[src/sv/szc_pkg.sv]
// Shared types and constants for the size-class slab allocator.
// Depends on nothing; every other file in sv/ uses it by scoped name.
`timescale 1ns / 1ps

package szc_pkg;

    localparam int CLASS_COUNT = 10;
    localparam int PAGE_BYTES  = 4096;
    localparam int CLS_W       = 4;
    localparam int ADDR_W      = 16;
    localparam int OFS_W       = 12;
    localparam int CARVE_W     = 9;
    localparam int ES_W        = 11;
    localparam int LINK_WORDS  = 8192;
    localparam int LINK_IDX_W  = 13;
    localparam int FRESH_W     = 5;
    localparam logic [ADDR_W-1:0] OFFSET_MASK = 16'h0fff;
    localparam logic [ES_W-1:0] MAX_CLASS_BYTES = 11'd1024;

    // entry size of each class
    localparam logic [ES_W-1:0] CLASS_BYTES [CLASS_COUNT] = '{
        11'd8, 11'd16, 11'd24, 11'd32, 11'd48,
        11'd64, 11'd128, 11'd256, 11'd512, 11'd1024
    };

    // entries per page: (PAGE_BYTES - size) / size, header slot excluded
    localparam logic [CARVE_W-1:0] CLASS_CAP [CLASS_COUNT] = '{
        9'd511, 9'd255, 9'd169, 9'd127, 9'd84,
        9'd63, 9'd31, 9'd15, 9'd7, 9'd3
    };

    localparam logic [1:0] ST_OK       = 2'd0;
    localparam logic [1:0] ST_OVERSIZE = 2'd1;
    localparam logic [1:0] ST_NO_PAGE  = 2'd2;
    localparam logic [1:0] ST_ALIGNED  = 2'd3;

    localparam logic OP_ALLOC = 1'b0;
    localparam logic OP_FREE  = 1'b1;

    // classified request word passed from front to back
    typedef struct packed {
        logic              is_free;
        logic              oversize;
        logic [CLS_W-1:0]  cls;
        logic [ADDR_W-1:0] addr;
    } req_t;

    typedef enum logic [1:0] {
        S_RUN  = 2'b01,
        S_LINK = 2'b10
    } back_state_t;

endpackage

[src/sv/szc_queue.sv]
// Two-word queue between the front end and the back end.
// Depends on szc_pkg.
`timescale 1ns / 1ps

module szc_queue (
    input  logic          clk,
    input  logic          rst_n,
    input  logic          push,
    input  szc_pkg::req_t wr_item,
    input  logic          pop,
    output logic          full,
    output logic          valid,
    output szc_pkg::req_t rd_item
);

    szc_pkg::req_t slot_reg [2];
    logic          wr_ptr_reg;
    logic          rd_ptr_reg;
    logic [1:0]    count_reg;

    always_ff @(posedge clk)
    begin
        if (push)
            slot_reg[wr_ptr_reg] <= wr_item;
    end

    always_ff @(posedge clk or negedge rst_n)
    begin
        if (!rst_n)
        begin
            wr_ptr_reg <= 1'b0;
            rd_ptr_reg <= 1'b0;
            count_reg  <= 2'd0;
        end
        else
        begin
            if (push)
                wr_ptr_reg <= !wr_ptr_reg;
            if (pop)
                rd_ptr_reg <= !rd_ptr_reg;
            if (push && !pop)
                count_reg <= count_reg + 2'd1;
            else if (pop && !push)
                count_reg <= count_reg - 2'd1;
        end
    end

    assign full    = (count_reg == 2'd2);
    assign valid   = (count_reg != 2'd0);
    assign rd_item = slot_reg[rd_ptr_reg];

endmodule

[config.mk]
export PLATFORM = sky130hd
export DESIGN_NAME = szc_queue
export DESIGN_NICKNAME = d
export VERILOG_FILES = /design/src/sv/szc_pkg.sv /design/src/sv/szc_queue.sv
export SDC_FILE = /design/constraint.sdc
export NUM_CORES = 1
export LEC_CHECK = 0
export ABC_CLOCK_PERIOD_IN_PS = 2550
export BUFFER_PORTS_ARGS = -buffer_cell sky130_fd_sc_hd__clkbuf_2
export CAP_MARGIN = 10
export CELL_PAD_IN_SITES_DETAIL_PLACEMENT = 1
export CELL_PAD_IN_SITES_GLOBAL_PLACEMENT = 1
export CORE_MARGIN = 2
export CORE_UTILIZATION = 40
export CTS_CLUSTER_SIZE = 30
export DETAILED_ROUTE_END_ITERATION = 7
export GPL_ROUTABILITY_DRIVEN = 0
export HOLD_SLACK_MARGIN = 0.08
export PLACE_DENSITY_LB_ADDON = 0.1
export SLEW_MARGIN = 5
export SYNTH_ARGS = -nofsm -noshare
export SYNTH_HDL_FRONTEND = slang
export SYNTH_SLANG_ARGS = --single-unit
[constraint.sdc]
create_clock -name clk -period 2.55 [get_ports clk]
set_clock_uncertainty 0.15 [all_clocks]
set_input_delay 0.765 -clock clk [delete_from_list [all_inputs] [get_ports clk]]
set_output_delay 0.765 -clock clk [all_outputs]
set_load 0.02 [all_outputs]
==> run_results.csv <==
group,metric,value,unit
status,status,"finished clean",
setup_path,crit_type,"register to primary output",
power,power_frac_seq,44.8,%
clock_network,numCtsBuffers,5,
worst_hold_path,hold_path.class,"input pin to asynchronous set/reset pin",
floorplanning,fp.coreArea,4320,um^2
yosys,seq_area_frac_synth,79.8,%
yosys,synth_xor_area_share,2.46,%
drt,dr.pass1.iters,4,
power,p_sw,0.791,mW
yosys,yosys_warnings,0,
clock_network,cts_tree,"yes",
setup_path,critPathMaxFanout,13,
drt,first_iter_violations,35,
power,peakVddDrop,0.000502,V
clock_network,hold_buffers,0,
sta,final.period_utilization,90.8,%
sta,max_freq,432,MHz
floorplanning,placementRows,24,
yosys,synth.distinct_cells,12,
global_routing,grt_max_degree,23,
yosys,synth.largest_area_cell,"edfxtp_1",
clock_network,cts_sinks,48,
yosys,yosysMostFrequentCell,"edfxtp_1",
global_routing,grt_remaining_overflow,0,
setup_path,critPathLaunchType,"register",
drt,drtAntennaViolNets,0,
yosys,synth_commonest_cells,"edfxtp_1, mux2_2, dfrtp_1, xor2_1",
floorplanning,die_h,70.7,um
clock_network,h-tree-depth,2,
layout,largest_reg_flops,44,
sta,finalSetupViolCount,0,
yosys,ys_seq_elements,48,
drt,vias,929,
setup_path,cp-startpoint,"rd_ptr_reg$_DFFE_PN0P_",
floorplanning,ioPinCount,50,
setup_path,r2r-start,"wr_ptr_reg$_DFFE_PN0P_",
power,powerDensity,1120,nW/um^2
yosys,synth_edf_count,44,
sta,rsz0062_at_grt,"no",
yosys,synth_cells,84,
drt,wl_per_cell,15.8,um
clock_network,root_buffer,"clkbuf_8",
clock_network,path_clk_slew,80,ps
yosys,async_flop_share,8.33,%
yosys,synth_compound_area_share,0,%
clock_network,clockBufferDepth,2,
yosys,synthAdderAreaFrac,0.703,%
layout,areaGrowthSynthToFinish,24.0,%
global_routing,grt_pass1_wl,5040,um
yosys,yosysTopAreaCellShare,74.2,%
floorplanning,initial_utilization,41.2,%
drt,routed_wl,3080,um
setup_path,worstPathRequired,1640,ps
setup_path,arrival,1400,ps
global_routing,grt_pass1_vias,1039,
drt,drc_errors,0,
job,drv_cap,0,
layout,drive_above_1_share,58.7,%
place,numPortBuffers,49,
yosys,synthFlopType,"edfxtp_1",
clock_network,cts_resized,0,
power,comb_power_share,33.7,%
global_routing,grt_usage,13.8,%
layout,n_antenna_cell,0,
sta,final_hold_viol_count,0,
sta,relSlewSlack,79.1,%
place,dp_hpwl,2150,um
clock_network,post-cts-setup-buffers,0,
sta,fin_crit,2320,ps
yosys,synth_area_leaders,"edfxtp_1, mux2_2, dfrtp_1",
power,power,2.48,mW
yosys,syn_area,1780,um^2
setup_path,endpoint_kind,"primary output",
drt,via_per_inst,4.76,
yosys,synth_nets,111,
sta,setup_tns,0,ps
layout,nets,169,
floorplanning,die_width,70.7,um
power,power.leakage,0.871,nW
power,clkPwrFrac,21.5,%
layout,n_fill_cell,431,
yosys,synthMuxAreaShare,13.9,%
power,intPower,1.68,mW
floorplanning,die_area,5000,um^2
yosys,synth_top_family_by_area,"multiplexers",
setup_path,regToRegSetupSlack,1230,ps
global_routing,antenna_found_initial,0,
yosys,syn_area_per_cell,21.2,um^2
clock_network,clock_latency,290,ps
sta,worst_slew_pin_slew,313,ps
sta,maxSlewViolCount,0,
yosys,yosys.area_share.simple,1.62,%
power,p_sw_share,32.0,%
path summary, 6_finish.rpt:
check / endpoint / cells past startpoint
worst min-delay path: wr_ptr_reg$_DFFE_PN0P_ / 1
min in group clk: count_reg[1]$_DFFE_PN0P_ / 1
worst max-delay path: rd_item[15] / 3
worst max register to register: slot_reg[1][11]$_DFFE_PP_ / 2
worst min register to register: count_reg[1]$_DFFE_PN0P_ / 1
max in group asynchronous: rd_ptr_reg$_DFFE_PN0P_ / 1
cells by family (layout without fill, tap and decap cells):
logic type | after synthesis | after routing
flip-flops | 48 | 48
multiplexers | 22 | 22
XOR/XNOR | 5 | 5
AND/OR/NAND/NOR | 5 | 5
buffers and inverters | 3 | 62
adder cells (fa/ha/maj) | 1 | 1
routing by layer:
layer  track usage (%)  vias to the layer above  part of all wire, %
met5                 0                        -                    0
met3              4.84                        4                  5.4
met4              5.66                        0                  1.4
li1                  -                      434                    -
met2              23.8                       30                   55
met1              15.6                      461                   38
worst max-delay path: stages, from the launching register on:
cell and delay [ps]:
dfrtp_1 360, buf_4 220, mux2_2 360, clkbuf_2 170
per-stage QoR:
| step | hold WS (ps) | setup slack [ps] | instances | cell area [um^2] | util [%] |
|---|---|---|---|---|---|
| floorplan | 297 | 211 | 84 | 1780 | - |
| global placement | 318 | 562 | 187 | 2100 | 48.6 |
| detailed placement | 350 | 540 | 187 | 2100 | 48.6 |
| CTS | 102 | 197 | 195 | 2210 | 51.1 |
| global route | 105 | 141 | 195 | 2210 | 51.1 |
| finish | 112 | 233 | 195 | 2210 | 51.1 |
power groups by stage:
stage / clock [mW] / sequential [mW] / combinational, mW
global placement: 0 / 1.12 / 0.836
detailed placement: 0 / 1.13 / 0.854
floorplan: 0 / 1.12 / 0.589
global route: 0.584 / 1.13 / 0.902
finish: 0.533 / 1.11 / 0.835
CTS: 0.554 / 1.11 / 0.858
area by class of cell:
class / instances / area [um^2] / area share (%)
clock buffer: 6 / 72.6 / 3.29
clock inverter: 2 / 35.0 / 1.59
inverter: 1 / 3.75 / 0.170
multi-input combinational: 33 / 335 / 15.2
sequential: 48 / 1420 / 64.4
tap: 52 / 65.1 / 2.95
timing repair buffer: 53 / 275 / 12.5
cell usage in the layout (no fill, tap or decap):
cell / instances
nor2_1: 1
dfrtp_1: 4
mux2_2: 22
and2_1: 1
nor2b_1: 1
buf_4: 4
edfxtp_1: 44
xnor2_1: 1
ha_1: 1
nor2b_2: 1
bufinv_16: 1
clkinv_2: 1
inv_1: 1
clkbuf_1: 1
clkbuf_8: 5
xor2_1: 4
or2_2: 1
clkbuf_2: 49
Note: power is estimated with default switching activity, not from simulation.
