`src/sv/szc_pkg.sv`:
```
// Shared types and constants for the size-class slab allocator.
// Depends on nothing; every other file in sv/ uses it by scoped name.
`timescale 1ns / 1ps

package szc_pkg;

    localparam int CLASS_COUNT = 10;
    localparam int PAGE_BYTES  = 4096;
    localparam int CLS_W       = 4;
    localparam int ADDR_W      = 16;
    localparam int OFS_W       = 12;
    localparam int CARVE_W     = 9;
    localparam int ES_W        = 11;
    localparam int LINK_WORDS  = 8192;
    localparam int LINK_IDX_W  = 13;
    localparam int FRESH_W     = 5;
    localparam logic [ADDR_W-1:0] OFFSET_MASK = 16'h0fff;
    localparam logic [ES_W-1:0] MAX_CLASS_BYTES = 11'd1024;

    // entry size of each class
    localparam logic [ES_W-1:0] CLASS_BYTES [CLASS_COUNT] = '{
        11'd8, 11'd16, 11'd24, 11'd32, 11'd48,
        11'd64, 11'd128, 11'd256, 11'd512, 11'd1024
    };

    // entries per page: (PAGE_BYTES - size) / size, header slot excluded
    localparam logic [CARVE_W-1:0] CLASS_CAP [CLASS_COUNT] = '{
        9'd511, 9'd255, 9'd169, 9'd127, 9'd84,
        9'd63, 9'd31, 9'd15, 9'd7, 9'd3
    };

    localparam logic [1:0] ST_OK       = 2'd0;
    localparam logic [1:0] ST_OVERSIZE = 2'd1;
    localparam logic [1:0] ST_NO_PAGE  = 2'd2;
    localparam logic [1:0] ST_ALIGNED  = 2'd3;

    localparam logic OP_ALLOC = 1'b0;
    localparam logic OP_FREE  = 1'b1;

    // classified request word passed from front to back
    typedef struct packed {
        logic              is_free;
        logic              oversize;
        logic [CLS_W-1:0]  cls;
        logic [ADDR_W-1:0] addr;
    } req_t;

    typedef enum logic [1:0] {
        S_RUN  = 2'b01,
        S_LINK = 2'b10
    } back_state_t;

endpackage

```
`src/sv/szc_front.sv`:
```
// Front end: command handshake and size-class lookup of each request.
// Depends on szc_pkg.
`timescale 1ns / 1ps

module szc_front (
    input  logic                      start,
    input  logic                      op,
    input  logic [15:0]               request_size,
    input  logic [15:0]               free_address,
    input  logic                      q_full,
    output logic                      busy,
    output logic                      push,
    output szc_pkg::req_t             item
);

    logic [szc_pkg::CLS_W-1:0] cls;

    // smallest class that fits; scan from the top so the lowest match wins
    always_comb
    begin
        cls = '0;
        for (int c = szc_pkg::CLASS_COUNT - 1; c >= 0; c--)
        begin
            if (request_size <= 16'(szc_pkg::CLASS_BYTES[c]))
                cls = szc_pkg::CLS_W'(c);
        end
    end

    assign busy          = q_full;
    assign push          = start && !q_full;
    assign item.is_free  = (op == szc_pkg::OP_FREE);
    assign item.oversize = request_size > 16'(szc_pkg::MAX_CLASS_BYTES);
    assign item.cls      = cls;
    assign item.addr     = free_address;

endmodule

```
`config.mk`:
```
export PLATFORM = sky130hd
export DESIGN_NAME = szc_front
export DESIGN_NICKNAME = d
export VERILOG_FILES = /design/src/sv/szc_pkg.sv /design/src/sv/szc_front.sv
export SDC_FILE = /design/constraint.sdc
export NUM_CORES = 1
export LEC_CHECK = 0
export BUFFER_PORTS_ARGS = -buffer_cell sky130_fd_sc_hd__buf_2
export CORE_AREA = 2 2 39 41
export DETAILED_ROUTE_END_ITERATION = 12
export DIE_AREA = 0 0 41 43
export PLACE_DENSITY = 0.82
export SLEW_MARGIN = 10
export SYNTH_ARGS = -nofsm -noshare
export SYNTH_HDL_FRONTEND = slang
export SYNTH_SLANG_ARGS = --single-unit
```
`constraint.sdc`:
```
create_clock -name vclk -period 2.1
set_input_delay 0.21 -clock vclk [all_inputs]
set_output_delay 0.21 -clock vclk [all_outputs]
set_load 0.03 [all_outputs]
```
==> results_dict.tcl, run 1 <==
set metrics [dict create \
    worst-setup-path-type "primary input to output pin" \
    outcome "completed" \
    drtIter0Drc 8 \
    gp_congestion 0.738 \
    layout_commonest_cell "buf_2" \
    hold_depth 0 \
    required_ns 1.89 \
    wl_um 970 \
    hpwl_um 789 \
    dr.pass1.iters 4 \
    drcViolationCount 0 \
    fin_ws_ns 0.0658 \
    endpoint "item[16]" \
    nets 103 \
    grt_pass1_wl_um 1280 \
    num-fill-cells 154 \
    p_total_w 0.0000526 \
    grt_remaining_overflow 0 \
    slew_headroom_pct 74.0 \
    clkbuf_count 0 \
    row_count 14 \
    cap_violations 0 \
    end_kind "output pin" \
    area_growth_pct 11.9 \
    die_width_um 41 \
    netlist-cell-type-count 26 \
    power.leakage_nw 0.183 \
    syn_area_um2 390 \
    final_cell_mix "buf_2, nand2_1, inv_1, nor3_1" \
    worstSetupStartpointType "primary input" \
    arrival_ns 1.82 \
    grt_pass1_vias 363 \
    ctsHoldBuffers 0 \
    yosys_warnings 0 \
    grt_max_degree 10 \
    core_um2 1380 \
    diodes 0 \
    max_freq_mhz 492 \
    min_path_type "primary input to output pin" \
    dp.cells 81 \
    ir_drop_mv 0.0423 \
    place_ws_ns -0.0285 \
    cp_slowest_cell "or4_4" \
    viasPerCell 5.24 \
    synth_fp_nets 93 \
    seq_cells 0 \
    finalHoldViolCount 0 \
    die_area_um2 1760 \
    rsz0062_at_grt "yes" \
    crit_fanout 8 \
    die_y_um 43 \
    vias 430 \
    setup_violations 0 \
    drive_gt1_share_pct 51.5 \
    finalCritPeriodShare_pct 96.9 \
    register_area_um2 0 \
    start_util_pct 28.2 \
    slowest_delay_ns 0.58 \
    synth_cells 58 \
    ys_seq_area_share_pct 0 \
    ios 59 \
    finalCriticalPeriod_ns 2.03 \
    io_buffers 25 \
    tightest_slew_ns 0.385 \
    avgSynthCellArea_um2 6.73 \
    finalMaxSlewViolations 0 \
    power_density_nw_per_um2 120 \
    cp_cell_sequence "buf_2, or4_4, o311a_1, o2111ai_2, nand4b_1, a21oi_2, buf_6" \
    grt_antenna_before_repair 0 \
    final_antenna_net_count 0 \
    drt-wirelength-per-cell_um 11.8 \
    track_usage_pct 9.59 \
    cp-startpoint "request_size[2]" \
    stdcell_count 82 \
]
[cell families (layout without fill, tap and decap cells)]
| logic type | after synthesis | count (layout) | synth area share, % |
|---|---|---|---|
| buffers and inverters | 22 | 30 | 40.4 |
| multiplexers | 1 | 1 | 2.56 |
| AO/OA/AOI/OAI | 10 | 10 | 18.3 |
| AND/OR/NAND/NOR | 25 | 25 | 38.8 |
[worst min-delay path by stage]
stage                     start       end  slack [ns]
3_3_place_gp   free_address[11]  item[11]        0.42
6_report       free_address[10]  item[10]        0.42
5_1_grt         free_address[2]   item[2]        0.42
2_1_floorplan            q_full      push        0.53
4_1_cts        free_address[11]  item[11]        0.42
3_5_place_dp   free_address[11]  item[11]        0.42
[metal layers]
layer	wire [um]	global-route usage, %
met5	0	0
met4	27	4.67
met3	133	0.524
met2	473	17.2
met1	335	10.4
[through the flow]
step           TNS, ns  hold WS (ns)  area (um^2)  utilization, %
6_report             0         0.420          437            31.6
2_1_floorplan        0         0.530          397               -
3_5_place_dp   -0.0285         0.420          403            29.1
4_1_cts              0         0.420          408            29.5
5_1_grt        -0.0315         0.420          437            31.6
3_3_place_gp         0         0.420          403            29.1
[timing repair]
action / in CTS / in global routing
gates resized for setup: 1 / 6
buffers inserted: 0 / 1
hold endpoints to repair: 0 / 0
endpoints found under the setup margin: 1 / 2
pin swaps: 0 / 3
[where the power goes]
part           leakage (nW)  total (W)  internal [W]  switching, W
clock network             0          0             0             0
registers                 0          0             0             0
logic                 0.183  0.0000526     0.0000235     0.0000291
total                 0.183  0.0000526     0.0000235     0.0000291
[worst max-delay path, delay by kind of cell]
| family | cells | cell delay [ns] |
|---|---|---|
| AND/OR/NAND/NOR | 2 | 0.71 |
| AO/OA/AOI/OAI | 3 | 0.66 |
| buffers and inverters | 2 | 0.24 |
[synthesized netlist by cell type, drive strengths merged]
library cell   n  area, um^2
a2111oi        1        10.0
a21boi         1        7.51
a21o           1        7.51
a21oi          1        5.00
a31oi          1        6.26
buf           19         146
inv            3        11.3
mux2i          1        10.0
nand2          4        15.0
nand3          2        10.0
nand3b         1        7.51
nand4b         1        8.76
nor2           3        11.3
nor2b          3        18.8
nor3           3        15.0
nor4           1        6.26
nor4b          2        17.5
o2111ai        1        8.76
o21ai          2        10.0
o22ai          1        6.26
o311a          1        10.0
or2            1        6.26
or3b           1        8.76
or4            3        26.3
[final cells by class]
class	instances	area (um^2)	share of cell area, %
inverter	3	11.3	2.58
tap	16	20.0	4.58
timing repair buffer	27	146	33.5
multi-input combinational	36	259	59.3
Power figures use the tool's default switching activity.
==> run 2, diff against run 1 <==
--- a/config.mk
+++ b/config.mk
@@ -5,11 +5,12 @@
 export SDC_FILE = /design/constraint.sdc
 export NUM_CORES = 1
 export LEC_CHECK = 0
+export ABC_AREA = 1
 export BUFFER_PORTS_ARGS = -buffer_cell sky130_fd_sc_hd__buf_2
-export CORE_AREA = 2 2 39 41
+export CORE_MARGIN = 2
+export CORE_UTILIZATION = 39
 export DETAILED_ROUTE_END_ITERATION = 12
-export DIE_AREA = 0 0 41 43
-export PLACE_DENSITY = 0.82
+export PLACE_DENSITY = 0.86
 export SLEW_MARGIN = 10
 export SYNTH_ARGS = -nofsm -noshare
 export SYNTH_HDL_FRONTEND = slang
==> results_dict.tcl, run 2 <==
set metrics [dict create \
    required_ns 1.89 \
    arrival_ns 1.47 \
    gp_congestion 0.920 \
    avgSynthCellArea_um2 5.45 \
    power.leakage_nw 0.309 \
    viasPerCell 4.86 \
    finalCriticalPeriod_ns 1.68 \
    wl_um 1280 \
    synth_top_cells_by_count "nand2_1, buf_4, nor2_1, inv_1, nor2_2" \
    tns_ns 0 \
    clkPwrFrac_pct 0 \
    hpwl_um 1140 \
    finalCritPeriodShare_pct 80.2 \
    final_util_pct 42.0 \
    power_density_nw_per_um2 117 \
    grt_antenna_before_repair 0 \
    tightest_slew_ns 0.277 \
    ir_drop_mv 0.0481 \
    end_kind "output pin" \
    crit_fanout 4 \
    ctsHoldBuffers 0 \
    drt-wirelength-per-cell_um 9.40 \
    worst-setup-path-type "primary input to output pin" \
    final_cell_mix "buf_2, nand2_1, nor2_1" \
    grt_pass1_wl_um 2230 \
    die_y_um 43.7 \
    p_sw_w 0.0000467 \
    fin_hold_ws_ns 0.420 \
    setup_violations 0 \
    layout_commonest_cell "buf_2" \
    gr-usage-met2_pct 26.2 \
    clkbuf_count 0 \
    power_frac_seq_pct 0 \
    synth_cells 113 \
    rsz0062_at_grt "no" \
    pwr-share-comb_pct 100.0 \
    area_growth_pct 1.63 \
    yosysMostFrequentCell "nand2_1" \
    ys_seq_area_share_pct 0 \
    synth_area_leaders "buf_4, nand2_1, nor2_1" \
    max_freq_mhz 594 \
    worstSetupStartpointType "primary input" \
    drtIter0Drc 19 \
    min_path_type "primary input to output pin" \
    grt_max_degree 8 \
    start_util_pct 41.3 \
    grt_pass1_vias 558 \
    outcome "completed" \
    ios 59 \
    post_cts_buffers 0 \
    synth_top_area_share_pct 22.0 \
    core_um2 1490 \
    swShare_pct 63.5 \
    die_area_um2 1910 \
    syn_area_um2 616 \
    slew_headroom_pct 81.4 \
    dr.pass1.iters 4 \
    post_cts_resized 0 \
    synth_fp_nets 148 \
    track_usage_pct 14.2 \
    drcViolationCount 0 \
    use_met3_pct 0.417 \
    netlist-cell-type-count 21 \
    busiest_layer "met2" \
    yosys_warnings 0 \
    die_width_um 43.7 \
    nets 157 \
    grt_remaining_overflow 0 \
    finalMaxSlewViolations 0 \
    p_int_w 0.0000268 \
    vias 661 \
    cap_violations 0 \
    drive_gt1_share_pct 40.8 \
    io_buffers 25 \
    yosysTopAreaCell "buf_4" \
    diodes 0 \
    hold_depth 0 \
    register_area_um2 0 \
    final_antenna_net_count 0 \
    row_count 14 \
    global_route.usage.met1_pct 18.0 \
    finalHoldViolCount 0 \
    seq_cells 0 \
]
## run 2: changes by cell type after synthesis, sizes merged, moves of 3 or more
cell,change
a21oi,+3
inv,+14
nand2,+22
nand3,+6
nor2,+25
nor2b,-3
or4,-3
## run 2: worst max-delay path, cell delays in order
cell and delay (ns):
buf_2 0.13, nor2_4 0.14, nand3_2 0.11, clkinv_2 0.08
nand2_2 0.07, nor2_2 0.10, nand2_1 0.06, o21ai_1 0.13
inv_2 0.05, nand2_1 0.06, nand2_1 0.05, a21oi_2 0.10
buf_2 0.20
## run 2: logic make-up (layout without fill, tap and decap cells)
kind of cell / count (synthesis) / after routing / synth area share (%)
simple gates: 68 / 68 / 56.7
compound gates: 9 / 9 / 10.2
buf+inv: 36 / 43 / 33.1
## run 2: cell type report
class / count / area, um^2
Inverter: 18 / 68.8
Tap cell: 16 / 20.0
Multi-Input combinational cell: 77 / 412
Timing Repair Buffer: 25 / 125
Fill cell: 166 / 863
## run 2: worst paths after layout
kind / start / end / slack, ns
max: request_size[10] / item[16] / 0.42
min: free_address[12] / item[12] / 0.42
## run 2: per-layer routing
| metal | up-vias | routed length [um] |
|---|---|---|
| li1 | 348 | - |
| met1 | 282 | 543 |
| met2 | 25 | 598 |
| met3 | 6 | 119 |
| met4 | 0 | 17 |
| met5 | - | 0 |
## run 2: power by group through the flow
stage          combinational [W]  clock (W)  sequential, W
2_1_floorplan          0.0000998          0              0
3_3_place_gp           0.0000720          0              0
3_5_place_dp           0.0000735          0              0
4_1_cts                0.0000737          0              0
5_1_grt                0.0000822          0              0
6_report               0.0000735          0              0
## run 2: per-stage QoR
step	instances	total power [W]	area (um^2)	worst slack, ns
6_report	136	0.0000735	626	0.415
2_1_floorplan	113	0.0000998	616	0.549
3_5_place_dp	136	0.0000735	626	0.410
5_1_grt	136	0.0000822	626	0.278
3_3_place_gp	136	0.0000720	626	0.430
4_1_cts	136	0.0000737	626	0.409
